<file path="src/rtl/olist_pkg.sv">
package olist_pkg;

	// default list depth
	localparam int unsigned DEPTH_DEF = 16;

	// field widths
	localparam int unsigned CMD_W    = 3;
	localparam int unsigned VALUE_W  = 32;
	localparam int unsigned POS_W    = 5;
	localparam int unsigned STATUS_W = 2;
	localparam int unsigned IDX_W    = 5;
	localparam int unsigned LEN_W    = 5;

	typedef enum logic [CMD_W-1:0] {
		CMD_INS_HEAD = 3'd0,
		CMD_INS_TAIL = 3'd1,
		CMD_DEL_HEAD = 3'd2,
		CMD_DEL_TAIL = 3'd3,
		CMD_INS_POS  = 3'd4,
		CMD_SEARCH   = 3'd5
	} cmd_t;

	typedef enum logic [STATUS_W-1:0] {
		ST_OK     = 2'd0,
		ST_EMPTY  = 2'd1,
		ST_BADPOS = 2'd2,
		ST_FULL   = 2'd3
	} status_t;

endpackage

</file>
<file path="src/rtl/olist_mem.sv">
module olist_mem
	import olist_pkg::*;
#(
	parameter int unsigned DEPTH = DEPTH_DEF,
	parameter int unsigned AW    = (DEPTH > 1) ? $clog2(DEPTH) : 1
) (
	input  logic               clk,
	input  logic               we,
	input  logic [AW-1:0]      waddr,
	input  logic [VALUE_W-1:0] wdata,
	input  logic               re,
	input  logic [AW-1:0]      raddr,
	output logic [VALUE_W-1:0] rdata
);

	logic [VALUE_W-1:0] mem [DEPTH];

	// one write port, one registered read port
	always_ff @(posedge clk) begin
		if (we) begin
			mem[waddr] <= wdata;
		end
	end

	always_ff @(posedge clk) begin
		if (re) begin
			rdata <= mem[raddr];
		end
	end

endmodule

</file>
<file path="src/rtl/ordered_list_engine_unit.sv">
// ordered list engine: one command item in, one result item out on done
// each command walks n stored entries through the list memory (one write port, one registered
// read port), one entry read per cycle (n is 0 .. DEPTH)
// busy stays high from the accept edge until done is raised; it is already low in the cycle that carries done
// results are strobed for one cycle and the receiver cannot stall them
// arst_n clears the list count and the sequencer; list contents are not cleared
module ordered_list_engine_unit
	import olist_pkg::*;
#(
	parameter int unsigned DEPTH = DEPTH_DEF
) (
	input  logic                       clk,
	input  logic                       arst_n,
	input  logic                       start,
	input  logic [CMD_W-1:0]           cmd,
	input  logic signed [VALUE_W-1:0]  value,
	input  logic [POS_W-1:0]           position,
	output logic                       busy,
	output logic                       done,
	output logic [STATUS_W-1:0]        status,
	output logic signed [IDX_W-1:0]    found_index,
	output logic [LEN_W-1:0]           length
);

	// index width, count width (holds DEPTH itself), width for position compare
	localparam int unsigned IW = (DEPTH > 1) ? $clog2(DEPTH) : 1;
	localparam int unsigned CW = $clog2(DEPTH + 1);
	localparam int unsigned PW = (CW > POS_W) ? CW : POS_W;
	localparam logic [CW-1:0] CNT_FULL = CW'(DEPTH);

	// sequencer states
	typedef enum logic [2:0] {
		S_IDLE = 3'b001,
		S_WALK = 3'b010,
		S_FIN  = 3'b100
	} state_t;

	// operation held for the walk
	typedef enum logic [2:0] {
		OP_NONE,
		OP_INS,
		OP_DELH,
		OP_DELT,
		OP_SRCH
	} op_t;

	// control state
	state_t             state_q;
	op_t                op_q;
	logic [CW-1:0]      count_q;
	logic [CW-1:0]      rem_q;
	logic               hit_q;
	logic               rv_s1;
	logic               done_q;
	logic [STATUS_W-1:0] status_q;
	logic [IDX_W-1:0]   found_q;
	logic [LEN_W-1:0]   length_q;

	// item payload held during the walk
	logic [VALUE_W-1:0] key_q;
	logic [IW-1:0]      rp_q;
	logic               up_q;
	logic [IW-1:0]      at_q;
	status_t            stat_q;
	logic [IW-1:0]      hidx_q;
	logic [IW-1:0]      ra_s1;
	logic [VALUE_W-1:0] rd_s1;

	// decode of the incoming item
	op_t                d_op;
	status_t            d_stat;
	logic [CW-1:0]      d_rem;
	logic [IW-1:0]      d_rp;
	logic               d_up;
	logic [IW-1:0]      d_at;
	logic [PW-1:0]      pos_w;
	logic [PW-1:0]      cnt_w;
	logic               full;
	logic               empty;

	// walk datapath
	logic               match;
	logic               issue;
	logic               wr_shift;
	logic [IW-1:0]      wa_shift;
	logic               mem_we;
	logic [IW-1:0]      mem_waddr;
	logic [VALUE_W-1:0] mem_wdata;
	logic [CW-1:0]      cnt_next;
	logic [IDX_W-1:0]   found_next;

	assign busy        = (state_q != S_IDLE);
	assign done        = done_q;
	assign status      = status_q;
	assign found_index = found_q;
	assign length      = length_q;

	// command decode: checks, walk length, start pointer and direction
	always_comb begin
		d_op   = OP_NONE;
		d_stat = ST_OK;
		d_rem  = '0;
		d_rp   = '0;
		d_up   = 1'b0;
		d_at   = '0;
		pos_w  = PW'(position);
		cnt_w  = PW'(count_q);
		full   = (count_q == CNT_FULL);
		empty  = (count_q == '0);
		unique case (cmd_t'(cmd))
			CMD_INS_HEAD: begin
				if (full) begin
					d_stat = ST_FULL;
				end else begin
					// shift every entry up by one, walking down from the tail
					d_op  = OP_INS;
					d_at  = '0;
					d_rem = count_q;
					d_rp  = IW'(count_q - CW'(1));
				end
			end
			CMD_INS_TAIL: begin
				if (full) begin
					d_stat = ST_FULL;
				end else begin
					// nothing to move, just drop the item at the end
					d_op = OP_INS;
					d_at = IW'(count_q);
				end
			end
			CMD_INS_POS: begin
				if (pos_w > cnt_w) begin
					d_stat = ST_BADPOS;
				end else if (full) begin
					d_stat = ST_FULL;
				end else begin
					d_op  = OP_INS;
					d_at  = IW'(pos_w);
					d_rem = count_q - CW'(pos_w);
					d_rp  = IW'(count_q - CW'(1));
				end
			end
			CMD_DEL_HEAD: begin
				if (empty) begin
					d_stat = ST_EMPTY;
				end else begin
					// pull entries 1..n-1 down by one
					d_op  = OP_DELH;
					d_rem = count_q - CW'(1);
					d_rp  = IW'(1);
					d_up  = 1'b1;
				end
			end
			CMD_DEL_TAIL: begin
				if (empty) begin
					d_stat = ST_EMPTY;
				end else begin
					d_op = OP_DELT;
				end
			end
			CMD_SEARCH: begin
				d_op  = OP_SRCH;
				d_rem = count_q;
				d_rp  = '0;
				d_up  = 1'b1;
			end
			default: begin
				// unused codes leave the list alone
			end
		endcase
	end

	// one entry read per cycle; the read data is registered and comes back in rd_s1
	assign match    = rv_s1 && (op_q == OP_SRCH) && !hit_q && (rd_s1 == key_q);
	assign issue    = (state_q == S_WALK) && (rem_q != '0) && !match;
	assign wr_shift = (state_q == S_WALK) && rv_s1 && ((op_q == OP_INS) || (op_q == OP_DELH));

	// shared address step: an entry read at a lands at a+1 (insert) or a-1 (delete)
	assign wa_shift = (op_q == OP_INS) ? (ra_s1 + IW'(1)) : (ra_s1 - IW'(1));

	// final write of the new item happens once the shift has drained
	assign mem_we    = wr_shift || ((state_q == S_FIN) && (op_q == OP_INS));
	assign mem_waddr = (state_q == S_FIN) ? at_q : wa_shift;
	assign mem_wdata = (state_q == S_FIN) ? key_q : rd_s1;

	always_comb begin
		unique case (op_q)
			OP_INS:           cnt_next = count_q + CW'(1);
			OP_DELH, OP_DELT: cnt_next = count_q - CW'(1);
			default:          cnt_next = count_q;
		endcase
	end

	// found index: all ones for a miss, zero outside search
	assign found_next = (op_q != OP_SRCH) ? '0 : (hit_q ? IDX_W'(hidx_q) : '1);

	olist_mem #(
		.DEPTH (DEPTH),
		.AW    (IW)
	) u_mem (
		.clk   (clk),
		.we    (mem_we),
		.waddr (mem_waddr),
		.wdata (mem_wdata),
		.re    (issue),
		.raddr (rp_q),
		.rdata (rd_s1)
	);

	// sequencer and list count
	always_ff @(posedge clk or negedge arst_n) begin
		if (!arst_n) begin
			state_q  <= S_IDLE;
			op_q     <= OP_NONE;
			count_q  <= '0;
			rem_q    <= '0;
			hit_q    <= 1'b0;
			rv_s1    <= 1'b0;
			done_q   <= 1'b0;
			status_q <= '0;
			found_q  <= '0;
			length_q <= '0;
		end else begin
			done_q <= 1'b0;
			rv_s1  <= issue;
			unique case (state_q)
				S_IDLE: begin
					if (start) begin
						state_q <= S_WALK;
						op_q    <= d_op;
						rem_q   <= d_rem;
						hit_q   <= 1'b0;
					end
				end
				S_WALK: begin
					if (match) begin
						// first hit ends the search walk
						hit_q <= 1'b1;
						rem_q <= '0;
					end else if (issue) begin
						rem_q <= rem_q - CW'(1);
					end
					// last read data is consumed on this edge
					if (rem_q == '0) begin
						state_q <= S_FIN;
					end
				end
				S_FIN: begin
					state_q  <= S_IDLE;
					count_q  <= cnt_next;
					done_q   <= 1'b1;
					status_q <= stat_q;
					found_q  <= found_next;
					length_q <= LEN_W'(cnt_next);
				end
				default: begin
					state_q <= S_IDLE;
				end
			endcase
		end
	end

	// item payload and walk pointers
	always_ff @(posedge clk) begin
		ra_s1 <= rp_q;
		if ((state_q == S_IDLE) && start) begin
			key_q  <= value;
			stat_q <= d_stat;
			rp_q   <= d_rp;
			up_q   <= d_up;
			at_q   <= d_at;
		end else if (issue) begin
			rp_q <= up_q ? (rp_q + IW'(1)) : (rp_q - IW'(1));
		end
		if (match) begin
			hidx_q <= ra_s1;
		end
	end

	// a result only ever leaves from the finish state
	a_done_after_fin: assert property (@(posedge clk) disable iff (!arst_n)
		done |-> $past(state_q == S_FIN))
		else $error("result strobe without finish state");

	// list never holds more than DEPTH entries
	a_count_bound: assert property (@(posedge clk) disable iff (!arst_n)
		count_q <= CNT_FULL)
		else $error("list count above depth");

	// an accepted item makes the block busy on the next cycle
	a_accept_busy: assert property (@(posedge clk) disable iff (!arst_n)
		(start && !busy) |=> busy)
		else $error("accepted item did not start the sequencer");

	// an error result never carries a search index
	a_err_no_index: assert property (@(posedge clk) disable iff (!arst_n)
		(done && (status != ST_OK)) |-> (found_index == '0))
		else $error("search index on an error result");

	// the list length moves by at most one per command
	a_len_step: assert property (@(posedge clk) disable iff (!arst_n)
		(state_q == S_FIN) |=> ((count_q == $past(count_q))
			|| (count_q == $past(count_q) + CW'(1))
			|| (count_q == $past(count_q) - CW'(1))))
		else $error("list count jumped by more than one");

endmodule
</file>
<file path="config.mk">
export PLATFORM = sky130hd
export DESIGN_NAME = ordered_list_engine_unit
export DESIGN_NICKNAME = d
export VERILOG_FILES = /design/src/rtl/olist_pkg.sv /design/src/rtl/olist_mem.sv /design/src/rtl/ordered_list_engine_unit.sv
export SDC_FILE = /design/constraint.sdc
export NUM_CORES = 1
export LEC_CHECK = 0
export BUFFER_PORTS_ARGS = -buffer_cell sky130_fd_sc_hd__buf_2
export CORE_AREA = 4 4 271 273
export CTS_BUF_LIST = sky130_fd_sc_hd__clkbuf_8
export CTS_CLUSTER_DIAMETER = 50
export DETAILED_ROUTE_END_ITERATION = 8
export DIE_AREA = 0 0 275 277
export HOLD_SLACK_MARGIN = 0.12
export SLEW_MARGIN = 10
export SYNTH_ARGS = -nofsm -noshare
export SYNTH_HDL_FRONTEND = slang
export SYNTH_SLANG_ARGS = --single-unit
export TNS_END_PERCENT = 30
</file>
<file path="constraint.sdc">
create_clock -name clk -period 11.4 [get_ports clk]
set_input_delay 1.14 -clock clk [delete_from_list [all_inputs] [get_ports clk]]
set_output_delay 1.14 -clock clk [all_outputs]
set_load 0.02 [all_outputs]
</file>
==> qor.csv <==
metric;value;unit
critPathKind;flip-flop to flip-flop;
fmax;0.256;GHz
crit_chain;nor2_1, nand2_2, buf_4, inv_2, o21ai_1, nor2b_1, and2_2;
tightest_slew;1.13;ns
min_period_over_period;34.2;%
dp_hpwl;30.4;mm
leakage;9.13;nW
ant_nets;0;
ios;57;
syn_inst;1233;
power_density;223;nW/um^2
routed_via_density;5.02;
antenna_found_initial;0;
final_core_util;39.2;%
seq_area_frac_synth;75.0;%
ctsHtreeMaxLevel;3;
worstSkewPairLatency;0.70;ns
numCtsBuffers;100;
holdBufCountCts;0;
use_met1;19.8;%
critical_path_required;11.67;ns
cpLargestDelayFamily;simple AND/OR/NAND/NOR gates;
start_kind;flip-flop;
grtUsageMet2;23.3;%
cp_slowest_cell;and2_2;
drv_slew;0;
final-hold-violation-count;0;
root_buffer;clkbuf_8;
crit_fanout;51;
regArea;18500;um^2
setup_viol;0;
vias;11900;
grtUsageMet3;3.09;%
hp-class;flip-flop to flip-flop;
syn_nets;1292;
busiest_layer;met2;
die-area;76200;um^2
setup_tns;0;ns
slew_headroom;24.5;%
rows;98;
cts_num_sinks;621;
async_flop_share;4.19;%
syn-mean-instance-area;20.0;um^2
yosys_warnings;0;
wl;54.2;mm
rsz0062_at_grt;false;
cts_max_path_buffers;3;
grt_pass1_wl;82.0;mm
synth_edf_count;591;
drc;0;
cp_slowest_stage_delay;0.86;ns
core-area;71100;um^2
p_total;0.00623;W
die_w;275;um
grt_max_degree;97;
path_clk_slew;0.06;ns
critPathBufInv;2;
cts_tree;built;
drt_pre_antenna_iters;5;
cap_violations;0;
cts_setup_buffers;0;
initial_core_util;34.7;%
fin_skew;0.0621;ns
holdWs;0.447;ns
drive_gt1_share;26.8;%
status;complete, no violations;
timing.final.crit_period;3.90;ns
crit_arrival;4.17;ns
syn2layout_area_growth;13.2;%
die_h;277;um
grt_overflow;0;
cts_resized;0;
routedWlPerCell;22.8;um
vdd_drop_max;0.132;mV
grt_usage;14.4;%
routabilityCongestion;0.803;
fillers;6445;
grt_pass1_vias;12800;
diodes;0;
nets;1412;
ys_types;54;
multiInputGateArea;5940;um^2
synth_ff_type;edfxtp_1;
ys_seq_elements;621;
drtIter0Drc;1109;
io_buffers;56;
netlist_area;24600;um^2
endpoint_kind;flip-flop;
==> logic make-up after synthesis <==
group           count (synthesis)  synth area share, %
fa+ha+maj                      16                0.904
xor+xnor                       48                 1.71
flops                         621                 75.0
simple gates                  248                 4.83
compound gates                 69                 1.82
mux                           160                 14.6
buf+inv                        71                 1.14
==> through the flow <==
stage / worst slack [ns] / std cells / cell area [um^2]
2_1_floorplan: 6.01 / 1233 / 24600
3_3_place_gp: 7.59 / 2201 / 26100
3_5_place_dp: 7.44 / 2201 / 26100
4_1_cts: 7.43 / 2375 / 27900
5_1_grt: 7.23 / 2375 / 27900
6_report: 7.50 / 2375 / 27900
==> worst register-to-register path: stages (launching register included) <==
cell     delay (ns)
dfstp_2        0.55
nor2_1         0.06
nand2_2        0.06
buf_4          0.51
inv_2          0.58
o21ai_1        0.60
nor2b_1        0.29
and2_2         0.86
==> synthesized netlist by cell type (all sizes together), types with 2 or more instances <==
cell type | n | area share, %
edfxtp | 591 | 72
mux4 | 160 | 15
nand2 | 137 | 2.1
xnor2 | 41 | 1.5
clkbuf | 39 | 0.59
nor2 | 28 | 0.43
dfrtp | 25 | 2.5
o21ai | 18 | 0.37
nor2b | 17 | 0.43
buf | 16 | 0.30
inv | 16 | 0.24
a21oi | 15 | 0.30
ha | 13 | 0.66
and2 | 12 | 0.30
nor3 | 11 | 0.27
nand4 | 10 | 0.31
nand3 | 8 | 0.16
xor2 | 7 | 0.25
o31ai | 6 | 0.18
nand3b | 5 | 0.15
nor3b | 5 | 0.19
o22ai | 5 | 0.13
a21o | 4 | 0.12
a31oi | 4 | 0.10
a32o | 4 | 0.16
dfxtp | 4 | 0.32
fa | 3 | 0.24
o21a | 3 | 0.091
or3b | 3 | 0.12
a211oi | 2 | 0.061
a22o | 2 | 0.071
and3 | 2 | 0.051
nand2b | 2 | 0.051
nor4 | 2 | 0.051
nor4b | 2 | 0.096
or2 | 2 | 0.061
or3 | 2 | 0.051
==> cells in the final DEF (no fill, tap or decap), types with 3 or more instances in the layout <==
cell type | Yosys | final
nand3b_1 | 5 | 5
edfxtp_1 | 591 | 591
bufinv_16 | 0 | 4
o21ai_1 | 10 | 10
o21ai_0 | 8 | 8
mux4_2 | 160 | 160
nand4_1 | 9 | 9
nor3_1 | 10 | 8
o21a_1 | 3 | 3
inv_1 | 15 | 43
a21oi_1 | 15 | 15
clkinv_1 | 0 | 26
nor2b_1 | 17 | 15
o22ai_1 | 5 | 5
ha_1 | 13 | 13
and2_2 | 0 | 10
dfxtp_1 | 4 | 4
nor3b_1 | 3 | 3
clkbuf_8 | 0 | 100
nand3_1 | 8 | 8
clkinv_2 | 0 | 9
xor2_1 | 7 | 7
nand2_1 | 136 | 135
a31oi_1 | 4 | 4
fa_1 | 3 | 3
clkinvlp_4 | 0 | 3
xnor2_1 | 41 | 41
dfrtp_1 | 25 | 25
buf_2 | 11 | 56
a21o_1 | 4 | 4
buf_4 | 0 | 16
o31ai_1 | 6 | 6
nor2_1 | 28 | 27
a32o_1 | 4 | 4
==> routing by layer <==
metal,wire length [um],share of wire (%)
met2,26800,49
met5,0,0
met4,881,1.6
met3,2900,5.3
met1,23600,44
==> worst paths after layout <==
| kind | from | end | slack [ns] | cells after the start |
|---|---|---|---|---|
| worst min-delay path | stat_q[0] | status[0] | 0.45 | 2 |
| worst max register to register | state_q[0] | u_mem.mem[13][27] | 7.50 | 7 |
| min in group asynchronous | arst_n | length[3] | 0.47 | 1 |
| worst min register to register | stat_q[0] | status[0] | 0.45 | 2 |
| max in group asynchronous | arst_n | done | 10.50 | 1 |
| worst max-delay path | state_q[0] | u_mem.mem[13][27] | 7.50 | 7 |
==> cell type report <==
class	count	share of cell area (%)
clock buffers	100	4.93
repair buffers	73	1.51
multi-input cells	541	21.3
flip-flops and latches	621	66.2
well taps	950	4.26
clock inverters	74	1.57
inverters	16	0.215
==> where the power goes <==
part           switching [W]  internal [W]
Combinational       0.000880      0.000723
Sequential          0.000100       0.00276
Clock               0.000858      0.000909
Total                0.00184       0.00439
==> sequential cells by signal, indices dropped and copies added, names as in the netlist <==
name,flops
hidx_q,4
op_q,3
u_mem.mem,512
rem_q,5
ra_s1,4
status,2
rp_q,4
up_q,1
done,1
u_mem.rdata,32
hit_q,1
state_q,3
stat_q,2
found_index,5
length,5
at_q,4
rv_s1,1
key_q,32
Power figures use the tool's default switching activity.
